==> src/hdl/mscc_pkg.sv <==
// Shared types, constants and lookup tables for the contour cell core.
package mscc_pkg;

	localparam int GRID_SIZE  = 1024;
	localparam int CELL_W     = 10;
	localparam int VAL_W      = 32;
	localparam int STEP_W     = 31;
	localparam int FRAC_BITS  = 16;
	localparam int T_W        = FRAC_BITS + 1;
	localparam int DIV_LAT    = FRAC_BITS + 1;
	localparam int PROD_W     = T_W + STEP_W;
	localparam int GEO_W      = CELL_W + STEP_W;
	localparam int COORD_W    = GEO_W + 4;
	localparam int FIFO_DEPTH = 4;
	localparam int FIFO_AW    = $clog2(FIFO_DEPTH);
	localparam int CFG_IDX_W  = 3;

	localparam logic [T_W-1:0] T_HALF = T_W'(1) << (FRAC_BITS - 1);
	localparam logic [T_W-1:0] T_ONE  = T_W'(1) << FRAC_BITS;
	localparam logic [T_W-1:0] T_ZERO = '0;

	localparam logic [3:0] CASE_EMPTY   = 4'd0;
	localparam logic [3:0] CASE_FULL    = 4'd15;
	localparam logic [3:0] CASE_SADDLE_A = 4'd5;
	localparam logic [3:0] CASE_SADDLE_B = 4'd10;
	localparam logic [3:0] MASK_ALL     = 4'hF;

	// register indexes of the configuration port
	localparam logic [CFG_IDX_W-1:0] REG_LEVEL    = 3'd0;
	localparam logic [CFG_IDX_W-1:0] REG_X_ORIGIN = 3'd1;
	localparam logic [CFG_IDX_W-1:0] REG_Y_TOP    = 3'd2;
	localparam logic [CFG_IDX_W-1:0] REG_STEP_X   = 3'd3;
	localparam logic [CFG_IDX_W-1:0] REG_STEP_Y   = 3'd4;

	// edge pairs per case: {seg0 first, seg0 second, seg1 first, seg1 second}
	localparam logic [1:0] SEG_EDGES [16][4] = '{
		'{2'd0, 2'd0, 2'd0, 2'd0}, '{2'd3, 2'd0, 2'd0, 2'd0},
		'{2'd0, 2'd1, 2'd0, 2'd0}, '{2'd3, 2'd1, 2'd0, 2'd0},
		'{2'd1, 2'd2, 2'd0, 2'd0}, '{2'd3, 2'd2, 2'd0, 2'd1},
		'{2'd0, 2'd2, 2'd0, 2'd0}, '{2'd3, 2'd2, 2'd0, 2'd0},
		'{2'd2, 2'd3, 2'd0, 2'd0}, '{2'd0, 2'd2, 2'd0, 2'd0},
		'{2'd0, 2'd3, 2'd1, 2'd2}, '{2'd1, 2'd2, 2'd0, 2'd0},
		'{2'd3, 2'd1, 2'd0, 2'd0}, '{2'd0, 2'd1, 2'd0, 2'd0},
		'{2'd3, 2'd0, 2'd0, 2'd0}, '{2'd0, 2'd0, 2'd0, 2'd0}
	};

	typedef struct packed {
		logic signed [VAL_W-1:0]  level;
		logic signed [VAL_W-1:0]  x_origin;
		logic signed [VAL_W-1:0]  y_top;
		logic        [STEP_W-1:0] step_x;
		logic        [STEP_W-1:0] step_y;
	} cfg_t;

	// one classified cell waiting for the back end
	typedef struct packed {
		logic [CELL_W-1:0]       row;
		logic [CELL_W-1:0]       col;
		logic [3:0]              cs;
		logic signed [VAL_W-1:0] tl;
		logic signed [VAL_W-1:0] tr;
		logic signed [VAL_W-1:0] br;
		logic signed [VAL_W-1:0] bl;
	} entry_t;

	// per-segment control traveling with the datapath
	typedef struct packed {
		logic [CELL_W-1:0] row;
		logic [CELL_W-1:0] col;
		logic [1:0]        e0;
		logic [1:0]        e1;
		logic              last;
	} side_t;

	function automatic logic is_saddle(input logic [3:0] cs);
		return (cs == CASE_SADDLE_A) || (cs == CASE_SADDLE_B);
	endfunction

endpackage

==> src/hdl/mscc_front.sv <==
// Front end: classifies an incoming cell and decides whether it yields segments.
module mscc_front (
	input  logic                           start,
	input  logic                           busy,
	input  mscc_pkg::cfg_t                 cfg,
	input  logic [mscc_pkg::CELL_W-1:0]    cell_row,
	input  logic [mscc_pkg::CELL_W-1:0]    cell_column,
	input  logic signed [mscc_pkg::VAL_W-1:0] corner_top_left,
	input  logic signed [mscc_pkg::VAL_W-1:0] corner_top_right,
	input  logic signed [mscc_pkg::VAL_W-1:0] corner_bottom_right,
	input  logic signed [mscc_pkg::VAL_W-1:0] corner_bottom_left,
	input  logic [3:0]                     finite_mask,
	output logic                           push,
	output mscc_pkg::entry_t               entry
);
	import mscc_pkg::*;

	localparam int LIM_W = CELL_W + 2;
	localparam logic [LIM_W-1:0] CELL_MAX = LIM_W'(GRID_SIZE - 2);

	logic [3:0] cs;
	logic       in_grid;

	always_comb begin
		cs[0] = corner_top_left     >= cfg.level;
		cs[1] = corner_top_right    >= cfg.level;
		cs[2] = corner_bottom_right >= cfg.level;
		cs[3] = corner_bottom_left  >= cfg.level;
	end

	assign in_grid = (LIM_W'(cell_row) <= CELL_MAX) && (LIM_W'(cell_column) <= CELL_MAX);

	// drop non-finite, off-grid and flat cells right here
	assign push = start && !busy && (finite_mask == MASK_ALL) && in_grid
		&& (cs != CASE_EMPTY) && (cs != CASE_FULL);

	always_comb begin
		entry.row = cell_row;
		entry.col = cell_column;
		entry.cs  = cs;
		entry.tl  = corner_top_left;
		entry.tr  = corner_top_right;
		entry.br  = corner_bottom_right;
		entry.bl  = corner_bottom_left;
	end

endmodule

==> config.mk <==
export PLATFORM = sky130hd
export DESIGN_NAME = mscc_front
export DESIGN_NICKNAME = d
export VERILOG_FILES = /design/src/hdl/mscc_pkg.sv /design/src/hdl/mscc_front.sv
export SDC_FILE = /design/constraint.sdc
export NUM_CORES = 1
export LEC_CHECK = 0
export ABC_AREA = 1
export BUFFER_PORTS_ARGS = -buffer_cell sky130_fd_sc_hd__buf_2
export CELL_PAD_IN_SITES_DETAIL_PLACEMENT = 1
export CELL_PAD_IN_SITES_GLOBAL_PLACEMENT = 1
export CORE_AREA = 2 2 181 183
export DETAILED_ROUTE_END_ITERATION = 16
export DIE_AREA = 0 0 183 185
export PLACE_DENSITY_LB_ADDON = 0.1
export SLEW_MARGIN = 30
export SYNTH_ARGS = -nofsm -noshare
export SYNTH_HDL_FRONTEND = slang
export SYNTH_SLANG_ARGS = --single-unit
export TNS_END_PERCENT = 50
==> constraint.sdc <==
create_clock -name vclk -period 1.5
set_input_delay 0.075 -clock vclk [all_inputs]
set_output_delay 0.075 -clock vclk [all_outputs]
set_load 0.03 [all_outputs]
======== Yosys cells after proc, flatten, opt, wreduce, memory -nomap -nowiden ========
Cells that the tools add are included.
operators by class
  magnitude comparators ................... 6
  equal/unequal tests ..................... 2
  reduce and logical (&&, ||, !) cells .... 8
operators with widths
  cell                                          number
  32-bit >= comparator                          4
  10-bit <= comparator (second input constant)  2
  1-bit logical AND                             6
  4-bit equality test (second input constant)   1
  4-bit != test (second input constant)         1
  4-bit nonzero test                            1
  1-bit zero test                               1
storage, ports and cells
  input port bits ......................... 312
  flip-flop bits (word level) ............. 0
  logic and storage cells ................. 16
  output and inout bits ................... 153

======== Logic depth before layout (Yosys ltp) ========
  word-level depth ........................ 6
  depth in mapped cells ................... 19
  mapped depth without buffers ............ 19

======== Worst setup path before layout ========
No wires, ideal clock.
  path type ............................... input to output
  start ................................... input cfg[157] (netlist bit)
  end ..................................... output push
  path slack .............................. -0.302 ns
  buffers on the path ..................... 0
  stages .................................. 12
  data arrival time ....................... 1.727 ns
  data required time ...................... 1.425 ns
  cells stage by stage .................... inv_1 ha_1 a21oi_1 o21a_1 nand2_1 a21oi_1 nand2_1 nand2_1 nand3_2 nand2_1 nor2_2 nor2_2
RTL lines
  element             RTL line          source
  start: declaration  mscc_front.sv:5   input mscc_pkg::cfg_t cfg,
  end: declaration    mscc_front.sv:13  output logic push,

======== Final worst setup path ========
  start ................................... input cfg[147] (netlist bit)
  end ..................................... output push
on the way
  longest elaborated chain between the ends .. 4
ends and longest elaborated chain
  element                                  RTL line          source
  32-bit >= comparator (on tied branches)  --
  4-bit nonzero test                       mscc_front.sv:35  && (cs != CASE_EMPTY) && (cs != CASE_FULL);
  1-bit logical AND                        mscc_front.sv:35
  1-bit logical AND (*)                    mscc_front.sv:35
Mark *: on every way between the ends. The rest lies on a longest branch, timed or not.

==> reports/qor.csv <==
metric;value;unit
status;finished with violations;
violations;setup timing;
worst_path_largest_cell_delay;300;ps
synth.avg_cell_area;6.879;µm²
worst_hold_path.endpoint;entry[136];
hp-start;cell_column[4];
grt_max_degree;5;
drt-initial-drc-count;52;
seq_power_share;0;
synth_area;0.004395;mm²
arrival;1860;ps
cp_common_cell;nand2_1;
clock.fmax;515.5;MHz
crit_type;primary input to output port;
drive_gt1_frac;0.5718;
final_hold_viol_count;0;
antenna_found_initial;0;
period_share;1.293;
seq_area;0;µm²
synth_warnings;0;
cp-start-kind;primary input;
report.final.slew_viol_count;0;
cp_max_fo;4;
final-setup-viol-count;5;
ys_seq_area_frac;0;
rows;66;
power.density;369.6;mW/mm²
fp.dieW;183;µm
ir_drop;95.10;µV
hp-class;primary input to output port;
setup_ws;-439.7;ps
instances_no_fill;1293;
yosys.area.top_type;ha_1;
synth_area_leaders;ha_1 (36%), buf_4 (25%), nand2_1 (12%), a21oi_1 (6.9%), inv_1 (5.5%);
cpMaxStageDelayCell;ha_1;
rsz0062_at_grt;true;
nets;1327;
drc_errors;0;
overflow;0;
grt.total_usage;0.1028;
first_global_vias;4804;
fillers;3967;
postRouteAntennaNets;0;
holdPathStages;2;
intPower;0.9206;mW
end_kind;output port;
final_util;0.1990;
hold_ws;420.1;ps
vias;4685;
pin_count;465;
core;0.03204;mm²
yosysTopAreaCellShare;0.3644;
ctsHoldBuffers;0;
power_frac_comb;1.000;
syn2layout_area_growth;45.09;%
syn_inst;639;
antenna_cells;0;
min_period;1940;ps
wire_per_inst;14.30;µm
die_area;0.03386;mm²
timing.slew.headroom;0.8223;
dp.cells;1292;
syn_nets;1079;
cp_cell_sequence;buf_2, inv_1, buf_4, ha_1, a21oi_1, o21a_1, nand2_2, a21oi_2, nand2_1, nand2_1, nand3_4, nor2_2, nand2_1, nand2_2, nor2_4, buf_6;
dp_hpwl;17.58;mm
clock_power_share;0;
design_area;0.006377;mm²
start_util;0.1372;
port_buffers;339;
grt_pass1_wl;26.88;mm
worstMarginPinSlew;264.6;ps
drt_wl_total;18.49;mm
vias_per_cell;3.623;
synth_cell_types;19;
drv_cap;0;
gp_congestion;0.6948;
p_sw;1.436;mW
nClkBuffers;0;
leakage;3.600;nW
dr.pass1.iters;4;
critPathRequiredTime;1420;ps
die_h;185;µm
placed_cell_area;0.005932;mm²
switching_share;0.6094;
seq_cells;0;
multiInputGateArea;0.003478;mm²
[cell type report]
class / count / share of cell area
multi-input cells: 427 / 0.5454
repair buffers: 394 / 0.3357
well taps: 408 / 0.08005
inverters: 64 / 0.03885
[per-layer routing]
metal | vias to the layer above | part of all wire | track usage
met1 | 2052 | 0.47 | 0.1411
met3 | 0 | 0.045 | 0.007275
met5 | - | 0 | 0
met2 | 158 | 0.48 | 0.1865
met4 | 0 | 0 | 0
li1 | 2475 | - | -
[worst max path at each step]
stage / endpoint / startpoint / slack [ps] / cells after the start
finish: push / cfg[147] / -440 / 16
global placement: push / cfg[155] / -750 / 16
detailed placement: push / cfg[155] / -720 / 16
floorplan: push / cfg[157] / -160 / 12
CTS: push / cfg[154] / -480 / 17
global route: push / cfg[147] / -610 / 17
[synth_stat cells]
cell       n
nand3_1    7
o21a_1     9
nor3_1     2
o31ai_1    1
o21ai_0   12
a31oi_1    1
nand2_2    7
nand4_1   12
buf_4    148
nor3b_1    1
inv_1     64
nor2_1    30
a21o_1     2
a21oi_1   61
ha_1     128
nand2_1  138
nand3_2    5
nor4_4     4
nor2_2     7
[kinds of logic after synthesis]
family	share of synthesized area
buffers and inverters	0.3074
AO/OA/AOI/OAI	0.1050
AND/OR/NAND/NOR	0.2232
adder cells (fa/ha/maj)	0.3644
[stage by stage]
| stage | total power [mW] | setup WS, ps | TNS, ps |
|---|---|---|---|
| after global placement | 2.214 | -745.1 | -2676 |
| after global routing | 2.641 | -608.5 | -2376 |
| after CTS | 2.360 | -478.3 | -1863 |
| after detailed placement | 2.206 | -719.4 | -2624 |
| final | 2.357 | -439.7 | -1584 |
| after floorplan | 1.505 | -162.6 | -162.6 |
[power by group through the flow]
| stage | clock network [mW] | logic [mW] | registers [mW] |
|---|---|---|---|
| floorplan | 0 | 1.51 | 0 |
| global placement | 0 | 2.21 | 0 |
| detailed placement | 0 | 2.21 | 0 |
| CTS | 0 | 2.36 | 0 |
| global route | 0 | 2.64 | 0 |
| finish | 0 | 2.36 | 0 |
[cells in the final DEF, fill, tap and decap left out, drive strengths merged]
master  instances
a21o            2
a21oi          61
a31oi           1
buf           394
ha            128
inv            64
nand2         145
nand3          12
nand4          12
nor2           37
nor3            2
nor3b           1
nor4            4
o21a            9
o21ai          12
o31ai           1
[worst max-delay path: cells and delay by family]
| kind | cells | cell delay, ps |
|---|---|---|
| AOI/OAI and AO/OA | 3 | 450 |
| adders and majority gates | 1 | 300 |
| buffers and inverters | 4 | 430 |
| and+or+nand+nor | 8 | 590 |
[timing repair]
| item | CTS | global route |
|---|---|---|
| setup endpoints to repair | 5 | 5 |
| resized for setup | 83 | 32 |
| setup buffers | 1 | 0 |
| pin swaps | 26 | 7 |
(Power assumes the default switching activity.)
