[src/hdl/mscc_pkg.sv]
// Shared types, constants and lookup tables for the contour cell core.
package mscc_pkg;

	localparam int GRID_SIZE  = 1024;
	localparam int CELL_W     = 10;
	localparam int VAL_W      = 32;
	localparam int STEP_W     = 31;
	localparam int FRAC_BITS  = 16;
	localparam int T_W        = FRAC_BITS + 1;
	localparam int DIV_LAT    = FRAC_BITS + 1;
	localparam int PROD_W     = T_W + STEP_W;
	localparam int GEO_W      = CELL_W + STEP_W;
	localparam int COORD_W    = GEO_W + 4;
	localparam int FIFO_DEPTH = 4;
	localparam int FIFO_AW    = $clog2(FIFO_DEPTH);
	localparam int CFG_IDX_W  = 3;

	localparam logic [T_W-1:0] T_HALF = T_W'(1) << (FRAC_BITS - 1);
	localparam logic [T_W-1:0] T_ONE  = T_W'(1) << FRAC_BITS;
	localparam logic [T_W-1:0] T_ZERO = '0;

	localparam logic [3:0] CASE_EMPTY   = 4'd0;
	localparam logic [3:0] CASE_FULL    = 4'd15;
	localparam logic [3:0] CASE_SADDLE_A = 4'd5;
	localparam logic [3:0] CASE_SADDLE_B = 4'd10;
	localparam logic [3:0] MASK_ALL     = 4'hF;

	// register indexes of the configuration port
	localparam logic [CFG_IDX_W-1:0] REG_LEVEL    = 3'd0;
	localparam logic [CFG_IDX_W-1:0] REG_X_ORIGIN = 3'd1;
	localparam logic [CFG_IDX_W-1:0] REG_Y_TOP    = 3'd2;
	localparam logic [CFG_IDX_W-1:0] REG_STEP_X   = 3'd3;
	localparam logic [CFG_IDX_W-1:0] REG_STEP_Y   = 3'd4;

	// edge pairs per case: {seg0 first, seg0 second, seg1 first, seg1 second}
	localparam logic [1:0] SEG_EDGES [16][4] = '{
		'{2'd0, 2'd0, 2'd0, 2'd0}, '{2'd3, 2'd0, 2'd0, 2'd0},
		'{2'd0, 2'd1, 2'd0, 2'd0}, '{2'd3, 2'd1, 2'd0, 2'd0},
		'{2'd1, 2'd2, 2'd0, 2'd0}, '{2'd3, 2'd2, 2'd0, 2'd1},
		'{2'd0, 2'd2, 2'd0, 2'd0}, '{2'd3, 2'd2, 2'd0, 2'd0},
		'{2'd2, 2'd3, 2'd0, 2'd0}, '{2'd0, 2'd2, 2'd0, 2'd0},
		'{2'd0, 2'd3, 2'd1, 2'd2}, '{2'd1, 2'd2, 2'd0, 2'd0},
		'{2'd3, 2'd1, 2'd0, 2'd0}, '{2'd0, 2'd1, 2'd0, 2'd0},
		'{2'd3, 2'd0, 2'd0, 2'd0}, '{2'd0, 2'd0, 2'd0, 2'd0}
	};

	typedef struct packed {
		logic signed [VAL_W-1:0]  level;
		logic signed [VAL_W-1:0]  x_origin;
		logic signed [VAL_W-1:0]  y_top;
		logic        [STEP_W-1:0] step_x;
		logic        [STEP_W-1:0] step_y;
	} cfg_t;

	// one classified cell waiting for the back end
	typedef struct packed {
		logic [CELL_W-1:0]       row;
		logic [CELL_W-1:0]       col;
		logic [3:0]              cs;
		logic signed [VAL_W-1:0] tl;
		logic signed [VAL_W-1:0] tr;
		logic signed [VAL_W-1:0] br;
		logic signed [VAL_W-1:0] bl;
	} entry_t;

	// per-segment control traveling with the datapath
	typedef struct packed {
		logic [CELL_W-1:0] row;
		logic [CELL_W-1:0] col;
		logic [1:0]        e0;
		logic [1:0]        e1;
		logic              last;
	} side_t;

	function automatic logic is_saddle(input logic [3:0] cs);
		return (cs == CASE_SADDLE_A) || (cs == CASE_SADDLE_B);
	endfunction

endpackage

[src/hdl/mscc_fifo.sv]
// Short queue of classified cells between front and back end.
module mscc_fifo (
	input  logic             clk,
	input  logic             arst_n,
	input  logic             push,
	input  mscc_pkg::entry_t wdata,
	input  logic             pop,
	output mscc_pkg::entry_t rdata,
	output logic             empty,
	output logic             full
);
	import mscc_pkg::*;

	entry_t             mem_q [FIFO_DEPTH];
	logic [FIFO_AW-1:0] wr_ptr_q;
	logic [FIFO_AW-1:0] rd_ptr_q;
	logic [FIFO_AW:0]   count_q;

	assign empty = (count_q == '0);
	assign full  = (count_q == (FIFO_AW+1)'(FIFO_DEPTH));
	assign rdata = mem_q[rd_ptr_q];

	always_ff @(posedge clk) begin
		if (push) begin
			mem_q[wr_ptr_q] <= wdata;
		end
	end

	always_ff @(posedge clk or negedge arst_n) begin
		if (!arst_n) begin
			wr_ptr_q <= '0;
			rd_ptr_q <= '0;
			count_q  <= '0;
		end else begin
			if (push) begin
				wr_ptr_q <= wr_ptr_q + 1'b1;
			end
			if (pop) begin
				rd_ptr_q <= rd_ptr_q + 1'b1;
			end
			case ({push, pop})
				2'b10:   count_q <= count_q + 1'b1;
				2'b01:   count_q <= count_q - 1'b1;
				default: count_q <= count_q;
			endcase
		end
	end

endmodule

[config.mk]
export PLATFORM = sky130hd
export DESIGN_NAME = mscc_fifo
export DESIGN_NICKNAME = d
export VERILOG_FILES = /design/src/hdl/mscc_pkg.sv /design/src/hdl/mscc_fifo.sv
export SDC_FILE = /design/constraint.sdc
export NUM_CORES = 1
export LEC_CHECK = 0
export BUFFER_PORTS_ARGS = -buffer_cell sky130_fd_sc_hd__clkbuf_2
export CAP_MARGIN = 20
export CORE_ASPECT_RATIO = 0.7
export CORE_MARGIN = 1
export CORE_UTILIZATION = 57
export CTS_CLUSTER_DIAMETER = 50
export DETAILED_ROUTE_END_ITERATION = 16
export MAX_ROUTING_LAYER = met4
export PLACE_DENSITY_LB_ADDON = 0.25
export SKIP_LAST_GASP = 1
export SYNTH_ARGS = -nofsm -noshare
export SYNTH_HDL_FRONTEND = slang
export SYNTH_SLANG_ARGS = --single-unit
[constraint.sdc]
create_clock -name clk -period 5.8 [get_ports clk]
set_input_delay 0.87 -clock clk [delete_from_list [all_inputs] [get_ports clk]]
set_output_delay 0.87 -clock clk [all_outputs]
set_load 0.05 [all_outputs]
======== Yosys cells after proc, flatten, opt, wreduce, memory -nomap -nowiden ========
Memories as Yosys holds them, arrays and structs flattened.
Cells that the tools add are included.
W data, S select, Z words.
operators by class
  reduce and logical (&&, ||, !) cells .... 2
  $add $sub $neg .......................... 4
  multiplexer cells ....................... 3
  equality and inequality tests ........... 3
operators by type and width
  operator               count
  $pmux W3 S2            1
  $add A2 B1 Y2 const B  2
  $add A3 B1 Y3 const B  1
  $eq A3 B3 Y1 const B   1
  $logic_not A3 Y1       1
  $sub A3 B1 Y3 const B  1
  $eq A2 B1 Y1 const B   1
  $eq A2 B2 Y1 const B   1
  $mux W1                2
  $reduce_bool A2 Y1     1
storage, ports and cells
  RAM bits ................................ 608
  memories ................................ 1
  bits in registers ....................... 7
  logic and storage cells ................. 16
memories
  memory  words  bits a word  rd ports  clocked after Yosys merged registers in  write ports  RTL line         text
  mem_q   4      152          1         0                                        1            mscc_fifo.sv:14  entry_t mem_q [FIFO_DEPTH];

======== Longest topological paths before layout ========
Gate-level depths: netlist (run 1).
  word-level depth ........................ 2
  depth in mapped cells ................... 7
  depth with buffers taken out ............ 7

======== Worst setup path after synthesis (run 1) ========
OpenSTA, ideal clock, no wires.
  path type ............................... input -> register
  start point ............................. input push
  end point ............................... memory mem_q[0][0] (netlist name) (enable)
  required time ........................... 5.271 ns
  slack ................................... 0.933 ns
  cell stages on the path ................. 1
  path buffers ............................ 0
  arrival time ............................ 4.338 ns
  setup time .............................. 0.529 ns
  cells stage by stage .................... and2_1
between the ends
  longest elaborated chain between the ends .. 2
ends and longest elaborated chain
  what                           RTL line         text
  from (decl)                    mscc_fifo.sv:5   input logic push,
  $mux W1                        mscc_fifo.sv:24  if (push) begin
  $mux W1 (not written as such)  mscc_fifo.sv:25  mem_q[wr_ptr_q] <= wdata;
  to (decl)                      mscc_fifo.sv:14
No other way between the ends.

==> results of run 1 <==
[power breakdown]
group          switching (uW)  leakage, uW  total [uW]  internal (uW)
registers                 335      0.00566        6150           5810
clock network            1500     0.000813        3380           1880
logic                    4130      0.00247        5820           1700
total                    5960      0.00895       15300           9380
[flip-flops by register name, indices dropped and copies added, names as in the netlist]
| signal | cells |
|---|---|
| mem_q | 608 |
| count_q | 3 |
| rd_ptr_q | 2 |
| wr_ptr_q | 2 |
[stage by stage]
step | hold slack, ps | setup slack, ps | instance area [um^2] | total power (uW) | utilization (%)
final | 127.8 | 1968 | 26150 | 15350 | 68.04
after global routing | 114.4 | 1736 | 26150 | 15920 | 68.03
after detailed placement | 493.5 | 2484 | 24480 | 12170 | 63.70
after global placement | 470.4 | 2514 | 24480 | 12100 | 63.70
after CTS | 98.91 | 1838 | 26150 | 15550 | 68.02
after floorplan | 456.6 | 932.9 | 22290 | 10880 | -
[kinds of logic (layout without fill, tap and decap cells)]
kind of cell               count (synthesis)  count (layout)  share of synthesized area (%)
muxes                                    152             152                          15.36
buffers and inverters                     40             428                          1.061
xor gates and xnor gates                   6               6                         0.2358
AOI/OAI and AO/OA                          2               2                        0.04491
and+or+nand+nor                           10              10                         0.2301
other                                      0               2                              0
DFF                                      615             615                          82.70
adders and majority gates                  6               6                         0.3705
[final cells by class]
type	count	area [um^2]	share of cell area (%)
clock inverter	31	191.4	0.7320
antenna	2	5.005	0.01914
clock buffer	69	1471	5.627
multi-input combinational	176	3630	13.88
inverter	6	22.52	0.08612
tap	527	659.4	2.521
sequential	615	18440	70.51
timing repair buffer	322	1732	6.622
[cells in the mapped netlist]
cell type,count,share of area [%]
edfxtp_1,608,82
mux4_2,152,15
buf_2,18,0.40
buf_6,8,0.40
dfrtp_1,7,0.79
clkbuf_1,6,0.10
inv_1,6,0.10
ha_1,5,0.28
and2_1,4,0.11
xor2_1,4,0.16
nand2_1,3,0.051
o21ai_0,2,0.045
xnor2_1,2,0.079
and3_1,1,0.028
buf_1,1,0.017
buf_4,1,0.034
fa_1,1,0.090
nor2_1,1,0.017
nor3_1,1,0.022
[metal layers]
| layer | wire (um) | track usage, % | up-vias | part of all wire (%) |
|---|---|---|---|---|
| met5 | 0 | - | - | 0 |
| met3 | 2616 | 5.028 | 70 | 6.4 |
| met1 | 17090 | 29.37 | 5110 | 42 |
| li1 | - | - | 4305 | - |
| met4 | 700 | 5.128 | 0 | 1.7 |
| met2 | 20640 | 33.77 | 289 | 50 |
[final timing paths]
check	from	end	slack, ps	cells past startpoint
setup reg to reg	wr_ptr_q[1]$_DFFE_PN0P_	mem_q[1][82]$_DFFE_PP_	3250	4
setup / recovery	rd_ptr_q[0]$_DFFE_PN0P_	rdata[87]	1970	3
min in group clk	count_q[2]$_DFFE_PN0P_	count_q[2]$_DFFE_PN0P_	510	1
hold / removal	arst_n	count_q[2]$_DFFE_PN0P_	130	1
hold reg to reg	count_q[2]$_DFFE_PN0P_	count_q[2]$_DFFE_PN0P_	510	1
max in group asynchronous	arst_n	rd_ptr_q[0]$_DFFE_PN0P_	5470	1
==> run summary, run 1 <==
status - completed
Max Fclk - 0.2610 GHz
Layout Cells excl Fill - 1748
commonest non-fill, non-tap cell in the layout - edfxtp_1
synthesized instance count - 831
Max VDD drop - 0.3530 mV
P_leak - 0.008951 uW
most frequent cells in the layout - 608 x edfxtp_1, 309 x clkbuf_2, 152 x mux4_2, 57 x clkbuf_16, 20 x clkinv_1
critical path type - reg -> out
vias in the first global route - 10130
Post-CTS Hold Buffers - 0
row cnt - 60
post-route minimum period - 3832 ps
largest net degree at the start of global routing - 102
Max Buffers Root-to-Sink - 3
cts bufs inserted - 56
CP Max Fanout - 48
Via density - 5.592
first-pass GRT wire length - 62.02 mm
I/O Buffers - 309
Total Routed Length - 41.05 mm
Netlist Area Pre-Place - 0.02229 mm^2
CP Data Required Time - 4930 ps
CP max stage cell - dfrtp_4
Clock Sinks - 615
setup TNS - 0 ps
max_cap viols - 0
Critical Path, Cell by Cell - buf_12, mux4_2, clkbuf_2
DP HPWL - 24.38 mm
setup violators final - 0
setup repair bufs after CTS - 0
Inst Count DP - 1646
DR pass1 iterations - 4
Setup crit end kind - primary output
mean area per synthesized cell - 26.82 um^2
Least-Margin Pin Slew - 1049 ps
Clock Latency Late Sink - 570 ps
GP Congestion - 0.7549
grt total ovfl - 0
initial antenna violation count - 1
Slew headroom - 30.09%
Initial Utilization - 57.99%
CTS tree - built
# H-tree levels - 2
CP peak stage delay - 1090 ps
Bufs and invs on worst path - 2
post-synth cell types - 19
Hold Crit Class - in -> async
Seq cells post-synth - 615
DR vias - 9774
CTS resizes - 0
Yosys Warn Count - 0
CTS root buffer - clkbuf_16
ANT nets after route - 0
RSZ-0062 raised after global routing - false
Ports - 310
Worst-path clk slew - 60 ps
routed len/inst - 23.49 um
CP Launch Type - register
Worst Path Arrival - 2960 ps
Synth Net Count - 993
worst setup skew after layout - 16.38 ps
Core Region - 0.03844 mm^2
die area - 0.03991 mm^2
fin. max-slew vios - 0
gr usage total - 21.59%
layout cells sized above 1 - 44.95%
fin nets - 1339
post-synthesis sequential area ratio - 82.70%
final worst path period share - 66.07%
chip width - 238.4 um
DRC Markers - 0
Crit path max-delay family - flip-flops
final hold viol count - 0
Pwr Density - 586.8 mW/mm^2
Die H - 167.4 um
DRT iter0 DRCs - 753
fillcell total - 2442
Area Overhead vs Synth - 17.33%
No activity file was read; power rests on OpenSTA's default activity.
==> run 2, diff against run 1 <==
- CORE_UTILIZATION: 57 -> 51
- clock period: 5.8 -> 3.38 ns (I/O delays scaled with it)
==> run 2 against run 1 <==
  * Setup slack lost 1700 ps
  * Global-route usage shrank 1.6 points
  * Count of clock-buffer cells in the layout shrank 2
  * Utilization shrank 5.6 points
  * Register-to-register slack lost 1800 ps
  * Largest cell class unchanged
  * Highest routed layer unchanged
==> run summary, run 2 (synthesis results as in run 1) <==
Total Routed Length - 42.72 mm
RSZ-0062 raised after global routing - false
Worst Path Arrival - 2560 ps
layout cells sized above 1 - 46.58%
initial antenna violation count - 9
final instance area - 0.02670 mm^2
ANT nets after route - 0
Pwr Density - 1019 mW/mm^2
Least-Margin Pin Slew - 685.6 ps
critical path type - reg -> out
hold slack final - 140.5 ps
DRC Markers - 0
Via density - 5.445
internal power - 16770 uW
CTS root buffer - clkbuf_16
final worst path period share - 90.79%
Hold Crit Class - in -> reg
setup TNS - 0 ps
CP max stage cell - dfrtp_4
max_cap viols - 0
setup violators final - 0
PnR worst setup slack - 311.4 ps
clock share of power - 23.4%
CTS tree - built
Max Buffers Root-to-Sink - 3
chip width - 251.9 um
Area after DPL - 0.02482 mm^2
cts bufs inserted - 56
Worst-path clk slew - 60 ps
top flop regs - mem_q: 608 flops, count_q: 3 flops
Critical Path, Cell by Cell - buf_4, mux4_2, clkbuf_2
grt total ovfl - 0
most frequent cells in the layout - 608 x edfxtp_1, 309 x clkbuf_2, 152 x mux4_2, 57 x clkbuf_16, 17 x buf_12
P_leak - 0.009175 uW
commonest non-fill, non-tap cell in the layout - edfxtp_1
Max Fclk - 0.3259 GHz
pre-CTS WS - 860.7 ps
DP HPWL - 27.06 mm
Net Sw Power - 10430 uW
Core Region - 0.04272 mm^2
largest net degree at the start of global routing - 75
DR vias - 9980
Max VDD drop - 0.6644 mV
logic gate share of total power - 38.3%
Reg with most FFs - mem_q
Initial Utilization - 52.17%
CP Max Fanout - 23
worst setup skew after layout - 15.00 ps
routed len/inst - 23.31 um
# H-tree levels - 2
I/O Buffers - 309
final hold viol count - 0
fin nets - 1358
DRT iter0 DRCs - 684
DR pass1 iterations - 4
gr usage total - 19.99%
share of power burned in registers - 38.3%
Setup crit end kind - primary output
CP peak stage delay - 790 ps
Clock Sinks - 615
first-pass GRT wire length - 64.03 mm
row cnt - 63
Die H - 176.9 um
vias in the first global route - 10400
Switching Fraction - 38.34%
GP Congestion - 0.7481
CP Launch Type - register
Area Overhead vs Synth - 19.77%
fin. max-slew vios - 0
fillcell total - 2920
Slew headroom - 54.29%
die area - 0.04456 mm^2
Clock Latency Late Sink - 580 ps
Ports - 310
Tot Pwr - 27200 uW
Largest register FFs - 608
CP Data Required Time - 2870 ps
status - completed
post-route minimum period - 3069 ps
[run 2: cell types whose count changed in the layout (fill, tap and decap cells not counted), sizes merged]
cell / delta
inv: +2
clkinvlp: +2
diode: +5
clkinv: -5
clkbuf: -2
dlygate4sd3: +1
bufinv: +6
buf: +18
[run 2: path summary, 6_finish.rpt]
kind | start | end | slack, ps | cells after the start
setup / recovery | rd_ptr_q[0]$_DFFE_PN0P_ | rdata[51] | 310 | 3
hold / removal | wdata[119] | mem_q[3][119]$_DFFE_PP_ | 140 | 1
setup reg to reg | wr_ptr_q[1]$_DFFE_PN0P_ | mem_q[1][24]$_DFFE_PP_ | 1440 | 4
hold reg to reg | count_q[1]$_DFFE_PN0P_ | count_q[1]$_DFFE_PN0P_ | 510 | 2
max in group asynchronous | arst_n | rd_ptr_q[1]$_DFFE_PN0P_ | 2870 | 2
min in group asynchronous | arst_n | rd_ptr_q[0]$_DFFE_PN0P_ | 310 | 2
[run 2: worst max-delay path: cells and delay by family (launching register included)]
family	cells	cell delay (ps)
DFF	1	790
buffers and inverters	2	630
muxes	1	550
[run 2: layout make-up]
class	count	area, um^2	area share, %
antenna	7	17.52	0.06562
clock buffer	67	1464	5.484
clock inverter	36	387.9	1.453
inverter	6	22.52	0.08436
multi-input combinational	176	3630	13.60
sequential	615	18440	69.08
tap	585	732.0	2.742
timing repair buffer	341	2002	7.499
[run 2: repair_timing]
item                      in CTS  in global routing
gates resized for setup        0                  0
hold buffers                   1                  0
buffers inserted               0                  0
hold endpoints to repair       7                  0
[run 2: power groups by stage]
stage	registers [uW]	logic [uW]	clock network [uW]
detailed placement	10600	10500	0
global placement	10500	10500	0
finish	10400	10400	6350
floorplan	10400	8150	0
CTS	10500	10600	6500
global route	10600	10900	6780
[run 2: metrics by stage]
stage	utilization (%)	std cells
3_5_place_dp	58.09	1722
6_report	62.48	1833
3_3_place_gp	58.09	1722
2_1_floorplan	-	831
4_1_cts	62.44	1826
5_1_grt	62.48	1832
[run 2: routing by layer]
layer / track usage [%] / share of wire (%)
met4: 3.763 / 1.3
met2: 30.82 / 49
met3: 5.706 / 7.3
met1: 27.15 / 43
met5: - / 0
